### config.mk
export PLATFORM = sky130hd
export DESIGN_NAME = tme_queue
export DESIGN_NICKNAME = d
export VERILOG_FILES = /design/src/tape_machine_execute_unit_top_macros.svh /design/src/tme_pkg.sv /design/src/tme_queue.sv
export SDC_FILE = /design/constraint.sdc
export NUM_CORES = 1
export LEC_CHECK = 0
export BUFFER_PORTS_ARGS = -buffer_cell sky130_fd_sc_hd__buf_2
export CAP_MARGIN = 20
export CORE_UTILIZATION = 50
export CTS_BUF_LIST = sky130_fd_sc_hd__clkbuf_16
export DETAILED_ROUTE_END_ITERATION = 16
export GPL_TIMING_DRIVEN = 1
export PLACE_DENSITY = 0.77
export SKIP_LAST_GASP = 1
export SYNTH_ARGS = -nofsm -noshare
export SYNTH_HDL_FRONTEND = slang
export SYNTH_SLANG_ARGS = --single-unit
### constraint.sdc
create_clock -name clk -period 7.25 [get_ports clk]
set_input_delay 1.45 -clock clk [delete_from_list [all_inputs] [get_ports clk]]
set_output_delay 1.45 -clock clk [all_outputs]
set_load 0.02 [all_outputs]
### src/tape_machine_execute_unit_top_macros.svh
// Assertion macros for the tape machine execute unit RTL.
// Depends on nothing; included by files that carry assertions.
`ifndef TAPE_MACHINE_EXECUTE_UNIT_TOP_MACROS_SVH
`define TAPE_MACHINE_EXECUTE_UNIT_TOP_MACROS_SVH

// Asserts that an antecedent implies a consequent in the same cycle.
`define TME_ASSERT_IMP(lbl, clk_s, rst_s, ante, cons, msg) \
  lbl: assert property (@(posedge clk_s) disable iff (!rst_s) (ante) |-> (cons)) \
    else $error(msg);

// Asserts that an antecedent implies a consequent in the following cycle.
`define TME_ASSERT_NXT(lbl, clk_s, rst_s, ante, cons, msg) \
  lbl: assert property (@(posedge clk_s) disable iff (!rst_s) (ante) |=> (cons)) \
    else $error(msg);

`endif

### src/tme_pkg.sv
// Types and constants for the tape machine execute unit.
// Depends on nothing.
package tme_pkg;

  localparam logic [3:0] OP_MOVE = 4'd0;
  localparam logic [3:0] OP_ADD  = 4'd1;
  localparam logic [3:0] OP_OUT  = 4'd2;
  localparam logic [3:0] OP_IN   = 4'd3;
  localparam logic [3:0] OP_LOOP = 4'd4;
  localparam logic [3:0] OP_END  = 4'd5;
  localparam logic [3:0] OP_SET  = 4'd6;
  localparam logic [3:0] OP_SEEK = 4'd7;
  localparam logic [3:0] OP_XFER = 4'd8;
  localparam logic [3:0] OP_DIV  = 4'd9;
  localparam logic [3:0] OP_MOD  = 4'd10;

  localparam logic [1:0] ST_OK   = 2'd0;
  localparam logic [1:0] ST_LOW  = 2'd1;
  localparam logic [1:0] ST_HIGH = 2'd2;
  localparam logic [1:0] ST_DIV0 = 2'd3;

  localparam int INSTR_W = 4 + 16 + 17 + 16 + 16 + 16 + 9 + 9 + 1 + 8;

  typedef struct packed {
    logic [3:0]         operation;
    logic [15:0]        ip;
    logic signed [16:0] arg;
    logic [15:0]        run_count;
    logic signed [15:0] cell_offset;
    logic signed [15:0] target_offset;
    logic signed [8:0]  factor;
    logic signed [8:0]  bias;
    logic               first_target;
    logic [7:0]         in_byte;
  } instr_t;

  typedef struct packed {
    logic [16:0] next_ip;
    logic        out_valid;
    logic [7:0]  out_byte;
    logic [1:0]  status;
  } result_t;

endpackage

### src/tme_queue.sv
// Two-entry instruction queue between the front end and the execute engine.
// Depends on tme_pkg.
module tme_queue (
  input  logic            clk,
  input  logic            rst_n,
  input  logic            wr_valid,
  output logic            wr_ready,
  input  tme_pkg::instr_t wr_data,
  output logic            rd_valid,
  input  logic            rd_ready,
  output tme_pkg::instr_t rd_data
);
  tme_pkg::instr_t mem_r [2];
  logic       wp_r, rp_r;
  logic [1:0] cnt_r;

  assign wr_ready = (cnt_r != 2'd2);
  assign rd_valid = (cnt_r != 2'd0);
  assign rd_data  = mem_r[rp_r];

  always_ff @(posedge clk) begin
    if (wr_valid && wr_ready) begin
      mem_r[wp_r] <= wr_data;
    end
  end

  always_ff @(posedge clk) begin
    if (!rst_n) begin
      wp_r  <= 1'b0;
      rp_r  <= 1'b0;
      cnt_r <= 2'd0;
    end else begin
      if (wr_valid && wr_ready) begin
        wp_r <= ~wp_r;
      end
      if (rd_valid && rd_ready) begin
        rp_r <= ~rp_r;
      end
      cnt_r <= cnt_r + 2'(wr_valid && wr_ready) - 2'(rd_valid && rd_ready);
    end
  end
endmodule

Word level (Yosys, flattened, before mapping). Memory sizes are Yosys's and may differ from the RTL's. A register that Yosys moved wholly into a read port is not among the register bits. Cells that the tools add are included.

Memories kept: 1. RAM bits: 224. Flip-flop bits (word level): 4. Word-level logic and storage cells: 16. Bits of input ports: 116. Output and inout bits: 114.

Memories: mem_r (depth 2, width 112, read ports 1, clocked after Yosys merged registers in 1, write ports 1, line tme_queue.sv:13) `tme_pkg::instr_t mem_r [2];`.

Add/subtract/negate cells: 2. Reduce and logical (&&, ||, !) cells: 3. Multiplexer cells: 4. Bitwise gates (word level): 2. Eq/ne operators: 1.

Operators by type and width (number): $mux W1 (4); $add A2 B1 Y2 (1); $logic_and A1 B1 Y1 (2); $ne A2 B2 Y1 const B (1); $not A1 Y1 (2); $reduce_bool A2 Y1 (1); $sub A2 B1 Y2 (1).

Logic depth before layout (Yosys ltp). Gate-level depths: netlist (run 1).

Depth after elaboration: 4. Depth in mapped cells: 8. Mapped depth without buffers: 8.

Least setup slack after synthesis (run 1). Ideal clock, no wire load.

Path kind: input -> register. Start: input wr_valid. End: memory mem_r[0][0] in the netlist's numbering (enable). Library setup time: 584 ps. Arrival time: 6209 ps. Stages on the path: 2. Path slack: 456 ps. Required time: 6666 ps. Buffers on the path: 0. Path through: nand2_1 > nor2_1.

Cells in the longest elaborated chain, start to end: 3.

RTL lines: start, declared (line tme_queue.sv:6) `input logic wr_valid,`; $logic_and A1 B1 Y1 (line tme_queue.sv:22) `if (wr_valid && wr_ready) begin`; $mux W1 (line tme_queue.sv:22); $mux W1 (implied by the code) (line tme_queue.sv:23) `mem_r[wp_r] <= wr_data;`; end, declared (line tme_queue.sv:13).

Every way passes these cells.

==> reports/qor.txt, run 1 <==
Synth Register Bits -> 229
Clock Power Share -> 31.2%
Final min period -> 4.12 ns
Syn_area_per_cell -> 22.4 µm²
CTS tree -> built
Non-filler cells, final -> 851
Area delta synth->final -> 25.7%
CTS H-Tree Depth -> 1
Fill cells -> 1101
Worst Tran Pin Value -> 0.847 ns
Fmax -> 243 MHz
Post-synth EDFFs -> 224
Clk sinks -> 229
Critical path type -> register to primary output
Post-CTS Hold Buffers -> 0
Root buffer cell -> clkbuf_16
Mapped cell area -> 8330 µm²
Drt drc -> 0
Capture point of the worst reg-to-reg path -> mem_r[1][100]
# placed instances -> 809
Worst-Skew Late Latency -> 0.50 ns
Drt first-iter violations -> 277
Psw -> 1.09 mW
Routed vias -> 4290
Pint -> 2.79 mW
Wirelength per Cell -> 17.8 µm
Startpoint Class -> register
Die Wd -> 131 µm
CTS Buf Count -> 23
Outcome -> finished, final reports clean
Comb power frac -> 23.9%
Initial Utilization -> 51.9%
Post-CTS Setup Bufs -> 0
Largest net degree at the start of global routing -> 63
PwrDens -> 370 nW/µm²
Max transition margin -> 43.5%
Vias in the first global route -> 4562
Post-Syn Nets -> 490
Via-to-Cell Ratio -> 5.04
WHS -> 0.540 ns
Worst R2R Path Depth -> 3
Switching share of power -> 28.1%
Site Rows -> 46
Total power -> 3.88 mW
Static Leak -> 3.94 nW
Setup TNS -> 0 ns
Maxcap violations -> 0
Placed cell areas -> 9680 µm²
Antenna viol nets, final -> 0
PortBufs -> 229
Max Root-Sink Buffers -> 3
Async set-reset flop share out of synthesis -> 0%
Yosys cell types -> 18
Gpl congestion -> 0.779
Clk pin slew, worst setup/hold paths -> 0.06 ns
Sequential power share -> 44.9%
CP max FO -> 62
Worst min-delay path class -> register to register
Slew Limit Fails -> 0
Design area -> 10500 µm²
Crit Reg-Reg Startpoint -> cnt_r[0]
Initial antenna violation count -> 0
Final Hold Viols -> 0
Cells after Synth -> 372
Worst R2R Setup Slack -> 4.74 ns
RSZ-0062 raised after global routing -> false
All-Layer GR Usage -> 17.6%
ANT cells -> 0
Routed WL -> 15100 µm
Die area -> 17200 µm²
Max VDD drop -> 0.238 mV
Cell depth of the worst hold path -> 2
Core box area -> 16100 µm²
Required time worst endpoint -> 5.80 ns
Final net count -> 736
Pre-antenna DRT Iters -> 4
Share of layout cells above drive strength 1 -> 59.7%
Setup Viol. Count Final -> 0
Critical Path AT -> 2.67 ns
HP Start -> rp_r
Setup Skew -> 0.00670 ns
First-pass GRT wire length -> 23900 µm
Grt ovf -> 0
Yosys warning count -> 0
Cts repair resizes -> 0
Top FF cell, synth -> edfxtp_1
Final Cycle Share -> 56.8%
Ports -> 230
Critical Path Sink Type -> primary output
DP HPWL -> 9510 µm
Seq/Total Area, Yosys -> 81.9%
Die height -> 131 µm
-- cells in the mapped netlist, drive strengths merged (2+ instances only) --
cell type | number | area share [%]
and2 | 2 | 0.15
dfxtp | 5 | 1.2
nand2 | 2 | 0.090
edfxtp | 224 | 81
xnor2 | 3 | 0.32
nand2b | 2 | 0.15
nor2b | 2 | 0.15
ha | 2 | 0.30
mux2 | 112 | 15
buf | 12 | 1.4
-- power by group through the flow --
stage | sequential, mW | combinational (mW) | clock (mW)
final | 1.74 | 0.927 | 1.21
after global routing | 1.76 | 0.984 | 1.29
after CTS | 1.75 | 0.942 | 1.24
after global placement | 1.76 | 0.917 | 0
after floorplan | 1.75 | 0.690 | 0
after detailed placement | 1.77 | 0.935 | 0
-- final cells by class --
class	instances	area (µm²)	share of cell area (%)
multi-input combinational	130	1400	13.4
clock inverter	19	213	2.03
timing repair buffer	233	1180	11.2
sequential	229	6830	65.2
tap	216	270	2.58
inverter	1	3.75	0.0358
clock buffer	23	576	5.50
-- sequential cells by signal, indices dropped and copies added, names as in the netlist, named ones only --
register	flops
cnt_r	2
mem_r	224
rp_r	1
wp_r	1
-- cells in the final DEF, fill, tap and decap left out, drive strengths merged --
| master | synthesis | layout |
|---|---|---|
| nor2 | 1 | 1 |
| or2 | 1 | 1 |
| nor2b | 2 | 2 |
| xnor2 | 3 | 3 |
| nand2b | 2 | 2 |
| edfxtp | 224 | 224 |
| clkinv | 0 | 5 |
| inv | 1 | 10 |
| nand2 | 2 | 2 |
| and2 | 2 | 2 |
| and3 | 1 | 1 |
| bufinv | 0 | 5 |
| ha | 2 | 2 |
| buf | 12 | 233 |
| clkbuf | 0 | 23 |
| dfxtp | 5 | 5 |
| mux2 | 112 | 112 |
| o21a | 1 | 1 |
| mux2i | 1 | 1 |
-- worst max-delay path by stage --
stage,endpoint,slack [ns],cells after the start
global placement,rd_data[82],3.60,3
detailed placement,rd_data[9],3.57,3
CTS,rd_data[9],3.02,3
floorplan,mem_r[0][0],0.46,2
global route,rd_data[9],2.94,3
finish,rd_data[9],3.13,3
-- logic make-up after synthesis --
group	share of synthesized area, %
muxes	15.3
xor gates and xnor gates	0.315
DFF	81.9
and+or+nand+nor	0.736
buffers and inverters	1.40
AOI/OAI and AO/OA	0.0901
adders and majority gates	0.300
-- critical path: stages, from the launching register on --
cell and delay, ns:
dfxtp_4 0.77, buf_4 0.76, mux2_2 0.44, buf_2 0.17
-- layer usage --
layer  wire length, µm  share of wire [%]  track usage, %
met3              1410                9.3            5.40
met4               297                2.0            5.10
met1              5800                 38            21.3
met2              7620                 50            30.3
met5                 0                  0               0
-- through the flow --
stage                     util, %  setup WS (ns)
after floorplan                 -          0.456
after global placement       60.3           3.60
after detailed placement     60.3           3.57
after global routing         65.2           2.94
after CTS                    65.2           3.02
final                        65.2           3.13
Note: power is estimated with default switching activity, not from simulation.
==> run 2, diff against run 1 <==
Settings changed: CORE_UTILIZATION 50 to 47, PLACE_DENSITY 0.77 to 0.76.
Clock period 7.25 ns to 3.4 ns, I/O delays scaled along.
==> run 2 against run 1 <==
Final area fell by 0.59%. Hold slack got worse by 0.17 ns. Clock power rose by 85%. Register-to-register slack got worse by 3.2 ns. Highest routed layer is now met5. Critical path depth did not move. Clock-buffer cell count did not move. Die area rose by 6.3%. Combinational power rose by 120%. Global-route usage fell by 1.0 points. Wire length rose by 2.7%. Cell count rose by 1.2%.
==> reports/qor.txt, run 2 (synthesis results as in run 1) <==
Die height -> 135 µm
Setup Skew -> 0.00965 ns
Reg area -> 6830 µm²
CTS H-Tree Depth -> 1
Startpoint Class -> register
Worst-Skew Late Latency -> 0.49 ns
All-Layer GR Usage -> 16.6%
Critical path type -> register to primary output
Area delta synth->final -> 24.9%
Critical Path Sink Type -> primary output
Required time worst endpoint -> 2.72 ns
ANT cells -> 0
Vias in the first global route -> 4542
Post-CTS Setup Bufs -> 0
Wirelength per Cell -> 18.0 µm
Setup TNS -> 0 ns
PwrDens -> 763 nW/µm²
Final Cycle Share -> 80.1%
Final Hold Viols -> 0
Static Leak -> 3.91 nW
Max Root-Sink Buffers -> 3
Final min period -> 2.72 ns
Worst Tran Pin Value -> 0.778 ns
CP max FO -> 29
Placed cell areas -> 9740 µm²
Max VDD drop -> 0.563 mV
Cts repair resizes -> 0
Clk pin slew, worst setup/hold paths -> 0.06 ns
Worst R2R Path Depth -> 4
Critical Path AT -> 2.04 ns
Register bank with the most flops -> mem_r
Routed WL -> 15500 µm
Initial antenna violation count -> 2
Root buffer cell -> clkbuf_16
Die Wd -> 135 µm
Routed vias -> 4297
Ports -> 230
PortBufs -> 229
Grt ovf -> 0
Via-to-Cell Ratio -> 4.99
Share of layout cells above drive strength 1 -> 59.3%
Biggest regs -> mem_r x224, cnt_r x2
Commonest non-fill, non-tap cell in the layout -> buf_2
Drt first-iter violations -> 182
Site Rows -> 48
Drt drc -> 0
Fmax -> 367 MHz
Most frequent cells in the layout -> buf_2 (229), edfxtp_1 (224), mux2_2 (112), clkbuf_16 (23), inv_1 (11)
Final net count -> 738
Number of flip-flops in the largest register -> 224
Outcome -> finished, final reports clean
Fill cells -> 1279
Initial Utilization -> 48.2%
CTS tree -> built
CTS Buf Count -> 23
Maxcap violations -> 0
Clk sinks -> 229
Cell depth of the worst hold path -> 1
WHS -> 0.370 ns
Total power -> 7.95 mW
RSZ-0062 raised after global routing -> false
Slew Limit Fails -> 0
Design area -> 10400 µm²
Pre-antenna DRT Iters -> 5
Die area -> 18300 µm²
Core box area -> 17300 µm²
Largest net degree at the start of global routing -> 61
Post-CTS Hold Buffers -> 0
DP HPWL -> 10400 µm
Area of the multi-input gates -> 1400 µm²
Antenna viol nets, final -> 0
Gpl congestion -> 0.774
Setup Viol. Count Final -> 0
Worst min-delay path class -> input pin to register
First-pass GRT wire length -> 23000 µm
Max transition margin -> 48.1%
## run 2: final timing paths
check / startpoint / end / slack, ns
hold / removal: wr_data[18] / mem_r[1][18] / 0.37
setup reg to reg: cnt_r[0] / mem_r[0][31] / 1.56
setup / recovery: register / rd_data[111] / 0.68
hold reg to reg: wp_r / wp_r / 0.53
## run 2: cell type report
type                       count  area share [%]
tap                          225            2.70
timing repair buffer         235            11.7
multi-input combinational    130            13.5
clock buffer                  23            5.53
inverter                       1          0.0361
sequential                   229            65.6
clock inverter                18           0.961
## run 2: power by group
part	internal, mW	leakage (nW)	switching (mW)
clock	1.29	0.367	0.948
combinational	0.811	1.41	1.21
sequential	3.55	2.14	0.128
## run 2: per-stage QoR
step                      worst slack (ns)  util, %  instances
after global placement                1.22     56.3        820
final                                0.677     60.2        861
after detailed placement              1.18     56.3        820
after floorplan                      0.510        -        372
after global routing                 0.594     60.2        861
after CTS                            0.645     60.2        861
## run 2: metal layers
layer / routed length (µm) / track usage (%) / vias to the layer above / share of wire (%)
met5: 23 / 0 / - / 0.15
met4: 519 / 6.55 / 4 / 3.3
met3: 1340 / 5.57 / 43 / 8.6
met2: 7830 / 28.4 / 183 / 50
met1: 5820 / 19.2 / 2092 / 37
li1: - / - / 1975 / -
## run 2: worst max-delay path: stages (launching register included)
cell	delay, ns
dfxtp_4	0.55
buf_4	0.42
mux2_2	0.39
buf_2	0.17
