==> src/tape_machine_execute_unit_top_macros.svh <==
// Assertion macros for the tape machine execute unit RTL.
// Depends on nothing; included by files that carry assertions.
`ifndef TAPE_MACHINE_EXECUTE_UNIT_TOP_MACROS_SVH
`define TAPE_MACHINE_EXECUTE_UNIT_TOP_MACROS_SVH

// Asserts that an antecedent implies a consequent in the same cycle.
`define TME_ASSERT_IMP(lbl, clk_s, rst_s, ante, cons, msg) \
  lbl: assert property (@(posedge clk_s) disable iff (!rst_s) (ante) |-> (cons)) \
    else $error(msg);

// Asserts that an antecedent implies a consequent in the following cycle.
`define TME_ASSERT_NXT(lbl, clk_s, rst_s, ante, cons, msg) \
  lbl: assert property (@(posedge clk_s) disable iff (!rst_s) (ante) |=> (cons)) \
    else $error(msg);

`endif

==> src/tme_pkg.sv <==
// Types and constants for the tape machine execute unit.
// Depends on nothing.
package tme_pkg;

  localparam logic [3:0] OP_MOVE = 4'd0;
  localparam logic [3:0] OP_ADD  = 4'd1;
  localparam logic [3:0] OP_OUT  = 4'd2;
  localparam logic [3:0] OP_IN   = 4'd3;
  localparam logic [3:0] OP_LOOP = 4'd4;
  localparam logic [3:0] OP_END  = 4'd5;
  localparam logic [3:0] OP_SET  = 4'd6;
  localparam logic [3:0] OP_SEEK = 4'd7;
  localparam logic [3:0] OP_XFER = 4'd8;
  localparam logic [3:0] OP_DIV  = 4'd9;
  localparam logic [3:0] OP_MOD  = 4'd10;

  localparam logic [1:0] ST_OK   = 2'd0;
  localparam logic [1:0] ST_LOW  = 2'd1;
  localparam logic [1:0] ST_HIGH = 2'd2;
  localparam logic [1:0] ST_DIV0 = 2'd3;

  localparam int INSTR_W = 4 + 16 + 17 + 16 + 16 + 16 + 9 + 9 + 1 + 8;

  typedef struct packed {
    logic [3:0]         operation;
    logic [15:0]        ip;
    logic signed [16:0] arg;
    logic [15:0]        run_count;
    logic signed [15:0] cell_offset;
    logic signed [15:0] target_offset;
    logic signed [8:0]  factor;
    logic signed [8:0]  bias;
    logic               first_target;
    logic [7:0]         in_byte;
  } instr_t;

  typedef struct packed {
    logic [16:0] next_ip;
    logic        out_valid;
    logic [7:0]  out_byte;
    logic [1:0]  status;
  } result_t;

endpackage

==> src/tme_front.sv <==
// Front end: registers input beats and pushes them into the queue.
// Depends on tme_pkg.
module tme_front (
  input  logic            clk,
  input  logic            rst_n,
  input  logic            s_valid,
  output logic            s_ready,
  input  tme_pkg::instr_t s_data,
  output logic            q_valid,
  input  logic            q_ready,
  output tme_pkg::instr_t q_data
);
  logic            full_r;
  tme_pkg::instr_t hold_r;

  assign s_ready = !full_r || q_ready;
  assign q_valid = full_r;
  assign q_data  = hold_r;

  always_ff @(posedge clk) begin
    if (s_valid && s_ready) begin
      hold_r <= s_data;
    end
  end

  always_ff @(posedge clk) begin
    if (!rst_n) begin
      full_r <= 1'b0;
    end else if (s_ready) begin
      full_r <= s_valid;
    end
  end
endmodule

==> config.mk <==
export PLATFORM = sky130hd
export DESIGN_NAME = tme_front
export DESIGN_NICKNAME = d
export VERILOG_FILES = /design/src/tape_machine_execute_unit_top_macros.svh /design/src/tme_pkg.sv /design/src/tme_front.sv
export SDC_FILE = /design/constraint.sdc
export NUM_CORES = 1
export LEC_CHECK = 0
export ABC_AREA = 1
export BUFFER_PORTS_ARGS = -buffer_cell sky130_fd_sc_hd__buf_2
export CAP_MARGIN = 20
export CORE_MARGIN = 2
export CORE_UTILIZATION = 44
export CTS_CLUSTER_DIAMETER = 80
export DETAILED_ROUTE_END_ITERATION = 8
export PLACE_DENSITY_LB_ADDON = 0.12
export SYNTH_ARGS = -nofsm -noshare
export SYNTH_HDL_FRONTEND = slang
export SYNTH_SLANG_ARGS = --single-unit
==> constraint.sdc <==
create_clock -name clk -period 22.8 [get_ports clk]
set_input_delay 4.56 -clock clk [delete_from_list [all_inputs] [get_ports clk]]
set_output_delay 4.56 -clock clk [all_outputs]
set_load 0.02 [all_outputs]
* Word-level counts from Yosys, hierarchy flattened
Cells that the tools add are included.
** Cells by class
- Add/subtract/negate cells :: 0
- Multiply operators :: 0
- Divide/modulo/power cells :: 0
- Magnitude comparators :: 0
- Eq/ne operators :: 0
- Shift-type cells :: 0
- Muxes and demuxes :: 0
- Bitwise logic cells :: 0
- Reductions and logical operators :: 3
** Operator list (count)
- logical AND 1 bit :: 1
- zero test 1 bit :: 1
- logical OR 1 bit :: 1
** Word-level totals
- Flip-flop bits (word level) :: 113
- Bits in latches :: 0
- Bits in writable memories :: 0
- ROM bits :: 0
- Input bits :: 116
- Output and inout port bits :: 114
- Memories :: 0

* Longest topological paths before layout
Gate-level depths: netlist of the first run.
- Depth in word-level cells :: 3
- Depth in mapped cells :: 3

* Worst setup path after synthesis of the first run
OpenSTA, ideal clock, no wires.
- Kind :: input to register
- Start :: in s_valid
- End :: reg hold_r, in the netlist q_data[0], enable pin
- Arrival :: 10.019 ns
- Setup slack :: 12.161 ns
- Stages on the path :: 2
- Buffers on the path :: 0
- Path through :: inv_1 > a21oi_1
** On the way
- Longest elaborated chain between the ends :: 1
** Ends and longest elaborated chain
- start, declared :: RTL line tme_front.sv:6 : input logic s_valid,
- logical AND 1 bit :: RTL line tme_front.sv:21 : if (s_valid && s_ready) begin
- end signal, assigned :: RTL line tme_front.sv:22 : hold_r <= s_data;
- end, declared :: RTL line tme_front.sv:14 : tme_pkg::instr_t hold_r;
No other way between the ends.
A chain may end at the register's enable or synchronous reset.

* Final worst setup path of the first run
- Start :: in q_ready
- End :: out s_ready
** On the way
- Longest elaborated chain between the ends :: 1
** Ends and longest elaborated chain
- start, declared :: RTL line tme_front.sv:10 : input logic q_ready,
- logical OR 1 bit :: RTL line tme_front.sv:16 : assign s_ready = !full_r || q_ready;
- end, declared :: RTL line tme_front.sv:7 : output logic s_ready,
No other way between the ends.

==> out/metrics.yaml, run 1 <==
outcome: "complete, no violations"
drive_gt1_frac: 0.6885
syn_avg_cell_area_um2: 28.69
place.gp.congestion: 0.7133
viasPerCell: 4.277
ys_warn_count: 0
power.total_w: 0.0005535
min_period_ps: 9520
switching_share: 0.1961
rows: 32
firstDrtPassIters: 4
root_buffer: "clkbuf_8"
share_seq_of_total_power: 0.445
wl_um: 7184
netlist.area_leader.share: 0.9850
antenna_found_initial: 0
yosysSeqAreaShare: 0.9908
worstSetupPathType: "input port to output pin"
insertion_delay_ps: 490
drcViolationCount: 0
die_area_mm2: 0.008481
p_comb_frac: 0.075
ys_types: 7
finClkSkew_ps: 5.497
synth_flop_cell: "edfxtp_1"
path_clk_slew_ps: 50
max-cap-violations: 0
ys_seq_elements: 113
p_int_w: 0.0004450
antenna_cells: 0
finalHoldViolCount: 0
rsz0062_at_grt: "no"
cts_tree: "done"
synth-edff-count: 112
numClockSinks: 113
core-area_mm2: 0.007607
io_buffers: 229
synth_area_mm2: 0.003415
synth.most_common_cell: "edfxtp_1"
post-synth-top-area-cell: "edfxtp_1"
required_ps: 18240
post_cts_resized: 0
htree_levels: 4
cts_buffer_depth: 2
die_w_um: 92.09
ant_nets: 0
synth_fp_nets: 235
wl_per_cell_um: 14.84
cts_setup_buffers: 0
finalCritPeriodShare: 0.4175
cts_hold_buffers: 0
ir_drop_mv: 0.06483
die_h_um: 92.09
track_usage: 0.1770
cpMostUsedCell: "buf_2"
synth_cells: 119
cp_data_arrival_time_ps: 4960
endpoint_kind: "output pin"
powerDensity_mw_per_mm2: 103.8
cts_made_buffers: 17
p_leak_nw: 2.329
slowest_delay_ps: 160
area_growth_pct: 56.25
slew_headroom: 0.3913
synth_area_leaders: "edfxtp_1 98%, dfxtp_1 0.59%, a21oi_2 0.26%"
vias: 2070
worst_slew_pin_slew_ps: 913.0
crit_fanout: 2
gr-total-overflow: 0
initial_utilization: 0.4488
crit_chain: "buf_2 -> inv_2 -> nand2_2 -> buf_2"
synth-async-reset-ratio: 0
post-route-util: 0.7013
setup_viol: 0
cp_slowest_cell: "buf_2"
drt_iter0_drc: 63
fmax_ghz: 0.1050
slew_violations: 0
hold_path_class: "flop to flop"
synth_common_cells: "112 x edfxtp_1, 2 x inv_1"
p_clk_frac: 0.480
grt_pass1_vias: 2067
io_pins: 230
grt_pass1_wl_um: 10630
tns_ps: 0
power.switching_w: 0.0001085
critPathLaunchType: "input port"
nets: 485
grt_max_degree: 76
-- critical path: cells and delay by family --
| family | cells | cell delay [ps] |
|---|---|---|
| and+or+nand+nor | 1 | 60 |
| buffers and inverters | 3 | 340 |
-- cell type report --
type	count	area (um^2)
clock buffers	28	525.5
clock inverters	4	95.09
fillers	533	2272
inverters	3	11.26
multi-input cells	3	31.28
flip-flops and latches	113	3383
well taps	102	127.6
repair buffers	231	1161
-- power by group through the flow --
stage | registers, W | logic [W] | clock network [W]
floorplan | 0.000268 | 0.00000401 | 0
global route | 0.000247 | 0.0000447 | 0.000283
finish | 0.000246 | 0.0000417 | 0.000266
CTS | 0.000246 | 0.0000424 | 0.000272
global placement | 0.000250 | 0.0000419 | 0
detailed placement | 0.000250 | 0.0000423 | 0
-- metrics by stage --
stage	instance area [um^2]	worst slack, ps	hold WS (ps)	std cells
after floorplan	3415	12160	643.5	119
after global placement	4715	13300	509.5	452
after detailed placement	4715	13280	522.5	452
after CTS	5335	13280	535.1	484
after global routing	5335	13260	559.8	484
final	5335	13280	534.4	484
-- cell usage in the layout, fill, tap and decap left out, types with 2 or more instances in the layout --
master     Yosys  layout
edfxtp_1     112     112
inv_1          2       2
buf_2          0     229
clkbuf_8       0       8
bufinv_16      0       3
clkbuf_1       0       4
buf_4          0       2
clkbuf_16      0      16
-- layer usage --
layer,global-route usage,vias up,routed length [um]
met4,0.06965,0,112
met1,0.1795,939,2456
met2,0.2917,138,3715
met3,0.1134,9,900
li1,-,984,-
met5,0,-,0
-- final timing paths --
check	startpoint	slack [ps]	end	cells past startpoint
max	q_ready	13280	s_ready	4
min	q_valid	530	q_valid	2
max reg2reg	q_valid	21140	q_data[73]	2
min reg2reg	q_valid	530	q_valid	2
-- flip-flops by register name (all words and copies together), names as in the netlist --
register and count:
q_data 112, q_valid 1
-- kinds of logic (layout without fill, tap and decap cells) --
group           after synthesis  after routing  share of synthesized area
buf+inv                       3            266                   0.003298
compound gates                2              2                   0.004030
flops                       113            113                     0.9908
simple gates                  1              1                   0.001833
Note: power is estimated with default switching activity, not from simulation.
==> run 2, diff against run 1 <==
- CORE_UTILIZATION: 44 -> 37
- clock period: 22.8 -> 7.66 ns (I/O delays scaled with it)
==> out/metrics.yaml, run 2 (synthesized netlist as in run 1, its figures left out) <==
root_buffer: "clkbuf_8"
insertion_delay_ps: 490  # about the same
tns_ps: 0  # unchanged
cts_hold_buffers: 0  # unchanged
rsz0062_at_grt: "no"
rows: 35  # +9.4%
firstDrtPassIters: 4  # unchanged
area_growth_pct: 53.50
viasPerCell: 4.217  # -1.4%
finalCritPeriodShare: 0.4508
final_cell_mix: "229 x buf_2, 112 x edfxtp_1, 16 x clkbuf_16"
powerDensity_mw_per_mm2: 291.8  # +180%
place.gp.congestion: 0.7261  # +1.8%
min_path_cells: 2  # unchanged
antenna_found_initial: 0  # unchanged
largest_reg_flops: 112  # unchanged
drt_iter0_drc: 69  # +9.5%
outcome: "complete, no violations"
nets: 485  # unchanged
wl_um: 7466  # +3.9%
cp.buffers_inverters: 3  # unchanged
cpMostUsedCell: "buf_2"
slew_violations: 0  # unchanged
path_clk_slew_ps: 50  # about the same
io_buffers: 229  # unchanged
finClkSkew_ps: 5.735  # +0.2379 ps
power.switching_w: 0.0003410  # +210%
cts_setup_buffers: 0  # unchanged
vias: 2075  # +0.24%
drcViolationCount: 0  # unchanged
cts_tree: "done"
drive_gt1_frac: 0.6903  # +0.001807
gr-total-overflow: 0  # unchanged
critPathLaunchType: "input port"
cp_top_family: "buffers and inverters"
core-area_mm2: 0.009109  # +20%
required_ps: 6130  # -12110 ps
initial_utilization: 0.3749  # -0.07399
max-cap-violations: 0  # unchanged
wl_per_cell_um: 15.17  # +2.2%
fmax_ghz: 0.2896
ir_drop_mv: 0.1666  # +160%
htree_levels: 4  # unchanged
endpoint_kind: "output pin"
min_period_ps: 3453
track_usage: 0.1453  # -0.03169
crit_chain: "buf_2 -> inv_2 -> nand2_2 -> buf_2"
grt_pass1_wl_um: 10420  # -1.9%
setup_viol: 0  # unchanged
dpl.cell_count: 461  # +2.0%
use_met3: 0.08008  # -0.03331
slew_headroom: 0.5092  # +0.1179
die_h_um: 100.1  # +8.7%
cp_slowest_cell: "buf_2"
use_met2: 0.2360  # -0.05570
worstSetupPathType: "input port to output pin"
cts_made_buffers: 17  # unchanged
crit_fanout: 2  # unchanged
die_area_mm2: 0.01001  # +18%
dp_hpwl_um: 5412
worst-path-stages: 4  # unchanged
p_int_w: 0.001188  # +170%
slowest_delay_ps: 160  # about the same
grt_pass1_vias: 2049  # -0.87%
switching_share: 0.2229  # +0.02687
grt_max_degree: 61  # -20%
fill_cells: 776  # +46%
antenna_cells: 0  # unchanged
worst_slew_pin_slew_ps: 736.2  # -176.8 ps
finalHoldViolCount: 0  # unchanged
ant_nets: 0  # unchanged
fin_cells: 492  # +1.7%
busiest_layer: "met2"
share_seq_of_total_power: 0.479  # +0.034
die_w_um: 100.1  # +8.7%
cp_data_arrival_time_ps: 1920  # -3040 ps
final_common_cell: "buf_2"
io_pins: 230  # unchanged
rr_worst_depth: 3  # +1
post_cts_resized: 0  # unchanged
p_clk_frac: 0.440  # -0.040
post-route-util: 0.5754  # -0.1259
p_leak_nw: 2.271  # -2.5%
numClockSinks: 113  # unchanged
hold_path_class: "flop to flop"
cts_buffer_depth: 2  # unchanged
use_met1: 0.1551  # -0.02443
power.total_w: 0.001529  # +180%
p_comb_frac: 0.082  # +0.007
==> run 2: routing by layer <==
| layer | vias to the layer above | share of wire |
|---|---|---|
| li1 | 983 | - |
| met1 | 952 | 0.36 |
| met2 | 130 | 0.52 |
| met3 | 10 | 0.11 |
| met4 | 0 | 0.016 |
| met5 | - | 0 |
==> run 2: power groups by stage <==
stage	clock, W	combinational, W	sequential (W)
after CTS	0.000690	0.000127	0.000732
after global placement	0	0.000125	0.000744
after global routing	0.000720	0.000133	0.000735
after detailed placement	0	0.000127	0.000745
after floorplan	0	0.0000119	0.000799
final	0.000673	0.000125	0.000732
==> run 2: cell type report <==
type,count,area (um^2),area share
clock buffers,18,417.9,0.07973
clock inverters,13,97.59,0.01862
inverters,3,11.26,0.002148
multi-input cells,3,31.28,0.005968
flip-flops and latches,113,3383,0.6455
well taps,111,138.9,0.02650
repair buffers,231,1161,0.2215
==> run 2: path summary, 6_finish.rpt <==
check               start    endpoint  slack [ps]
setup / recovery  q_ready     s_ready        4210
hold / removal    q_valid     q_valid         530
setup reg to reg  q_valid  q_data[28]        5480
hold reg to reg   q_valid     q_valid         530
==> run 2: metrics by stage <==
stage | hold WS, ps | setup slack, ps | instance area [um^2]
2_1_floorplan | 643.5 | 49.25 | 3415
3_3_place_gp | 516.2 | 4185 | 4726
3_5_place_dp | 519.4 | 4141 | 4726
4_1_cts | 530.7 | 4206 | 5241
5_1_grt | 556.7 | 4188 | 5241
6_report | 529.7 | 4207 | 5241
==> run 2: worst register-to-register path: cells and delay by family (launching register included) <==
family / cells / cell delay (ps)
buf+inv: 2 / 1290
flops: 1 / 350
compound gates: 1 / 140
==> run 3, diff against run 2 <==
- ABC_AREA: 1 -> 0
- clock period: 7.66 -> 2.9 ns (I/O delays scaled with it)
==> out/metrics.yaml, run 3 <==
outcome: "complete, no violations"
numClockSinks: 113  # unchanged
synth_area_mm2: 0.003421  # +0.18%
p_int_w: 0.003420  # +190%
ys_seq_elements: 113  # unchanged
endpoint_kind: "output pin"
synth_flop_cell: "edfxtp_1"
p_leak_nw: 2.319  # +2.1%
whs_ps: 260.4  # -269.3 ps
cts_setup_buffers: 0  # unchanged
final_cell_mix: "229 x buf_2, 112 x edfxtp_1, 16 x clkbuf_16"
root_buffer: "clkbuf_8"
cts_tree: "done"
viasPerCell: 4.260  # +1.0%
syn_avg_cell_area_um2: 29.24  # +1.9%
die_w_um: 100.2  # about the same
min_period_ps: 1668
gr-total-overflow: 0  # unchanged
final_common_cell: "buf_2"
power.total_w: 0.004348  # +180%
drive_gt1_frac: 0.6929  # +0.002625
synth_cells: 117  # -1.7%
finalHoldViolCount: 0  # unchanged
finClkSkew_ps: 6.791  # +1.055 ps
grt_pass1_wl_um: 10590  # +1.7%
hold_path_class: "input port to flop"
switching_share: 0.2134  # -0.009517
min_path_cells: 1  # -1
htree_levels: 4  # unchanged
power.switching_w: 0.0009279  # +170%
synth-edff-count: 112  # unchanged
cts_hold_buffers: 0  # unchanged
ys_warn_count: 0  # unchanged
ir_drop_mv: 0.3612  # +120%
p_clk_frac: 0.479  # +0.039
critPathLaunchType: "flop"
largest_reg_flops: 112  # unchanged
slew_violations: 0  # unchanged
p_comb_frac: 0.077  # -0.005
wl_per_cell_um: 14.95  # -1.5%
io_pins: 230  # unchanged
antenna_found_initial: 0  # unchanged
synth_fp_nets: 233  # -0.85%
drt_iter0_drc: 53  # -23%
area_growth_pct: 56.25
nets: 484  # -0.21%
worst_slew_pin_slew_ps: 426.1  # -310.1 ps
initial_utilization: 0.3755  # +0.0006868
ys_types: 6  # -1
wl_um: 7353  # -1.5%
track_usage: 0.1472  # +0.001875
fin_cells: 492  # unchanged
crit_chain: "nand2b_4 -> buf_2"
slowest_delay_ps: 370  # +210 ps
max-cap-violations: 0  # unchanged
tns_ps: 0  # unchanged
synth_area_leaders: "edfxtp_1 98%, dfxtp_1 0.59%, nand2b_4 0.40%"
required_ps: 2320  # -3810 ps
insertion_delay_ps: 490  # about the same
die_h_um: 100.2  # about the same
grt_max_degree: 53  # -13%
core-area_mm2: 0.009109  # unchanged
slew_headroom: 0.7160  # +0.2068
rows: 35  # unchanged
netlist.area_leader.share: 0.9832  # -0.001801
dpl.cell_count: 460  # -0.22%
ant_nets: 0  # unchanged
cts_buffer_depth: 2  # unchanged
path_clk_slew_ps: 50  # about the same
die_area_mm2: 0.01003  # +0.17%
firstDrtPassIters: 4  # unchanged
io_buffers: 229  # unchanged
place.gp.congestion: 0.7031  # -3.2%
fmax_ghz: 0.5996
cp_data_arrival_time_ps: 1090  # -830 ps
post_cts_resized: 0  # unchanged
drcViolationCount: 0  # unchanged
antenna_cells: 0  # unchanged
vias: 2096  # +1.0%
crit_fanout: 3  # +1
grt_pass1_vias: 2048  # -0.049%
synth.most_common_cell: "edfxtp_1"
cp_slowest_cell: "dfxtp_1"
yosysSeqAreaShare: 0.9890  # -0.001812
worstSetupPathType: "flop to output pin"
share_seq_of_total_power: 0.444  # -0.035
powerDensity_mw_per_mm2: 813.5  # +180%
post-synth-top-area-cell: "edfxtp_1"
rsz0062_at_grt: "no"
cts_made_buffers: 17  # unchanged
post-route-util: 0.5868  # +0.01140
rr_worst_depth: 3  # unchanged
synth-async-reset-ratio: 0  # unchanged
setup_viol: 0  # unchanged
finalCritPeriodShare: 0.5751
==> run 3: cell count changes in the layout (fill, tap and decap cells not counted), sizes merged <==
cell	delta
a21oi	-2
nand2	-1
bufinv	+3
clkbuf	-1
nand2b	+1
a21boi	+1
buf	+1
and2	+1
clkinv	-2
clkinvlp	-1
==> run 3: worst paths after layout <==
check                                start         end  slack [ps]
worst min register to register     q_valid     q_valid         510
worst max register to register     q_valid  q_data[33]        1390
worst min-delay path            s_data[29]  q_data[29]         260
worst max-delay path               q_valid     s_ready        1230
==> run 3: kinds of logic (layout without fill, tap and decap cells) <==
kind of cell | count (synthesis) | in the layout | share of synthesized area
and+or+nand+nor | 2 | 2 | 0.006583
buffers and inverters | 1 | 265 | 0.001096
AOI/OAI and AO/OA | 1 | 1 | 0.003292
DFF | 113 | 113 | 0.9890
==> run 3: cell type report <==
cell class                 count  area [um^2]
multi-input combinational      3        33.78
inverter                       1        3.754
clock buffer                  17        414.1
timing repair buffer         232         1181
tap                          111        138.9
fill                         747         3764
sequential                   113         3383
clock inverter                15        190.2
==> run 3: metal layers <==
metal | up-vias | share of wire | GRT usage
met4 | 0 | 0.014 | 0.07376
li1 | 982 | - | -
met1 | 984 | 0.37 | 0.1629
met2 | 118 | 0.53 | 0.2401
met5 | - | 0 | 0
met3 | 12 | 0.090 | 0.06755
==> run 3: power by group through the flow <==
stage / combinational, W / sequential, W / clock [W]
after floorplan: 0.0000328 / 0.00209 / 0
after global placement: 0.000335 / 0.00196 / 0
after detailed placement: 0.000339 / 0.00197 / 0
after CTS: 0.000339 / 0.00193 / 0.00213
after global routing: 0.000356 / 0.00194 / 0.00221
final: 0.000333 / 0.00193 / 0.00208
==> run 3: critical path, delay by kind of cell, from the launching register on <==
| kind | cells | cell delay, ps |
|---|---|---|
| simple gates | 1 | 70 |
| flops | 1 | 370 |
| buf+inv | 1 | 150 |
==> run 3: metrics by stage <==
step,worst slack (ps),area (um^2)
6_report,1232,5345
5_1_grt,1163,5345
4_1_cts,1195,5345
3_5_place_dp,1005,4741
3_3_place_gp,1025,4741
2_1_floorplan,898.1,3421
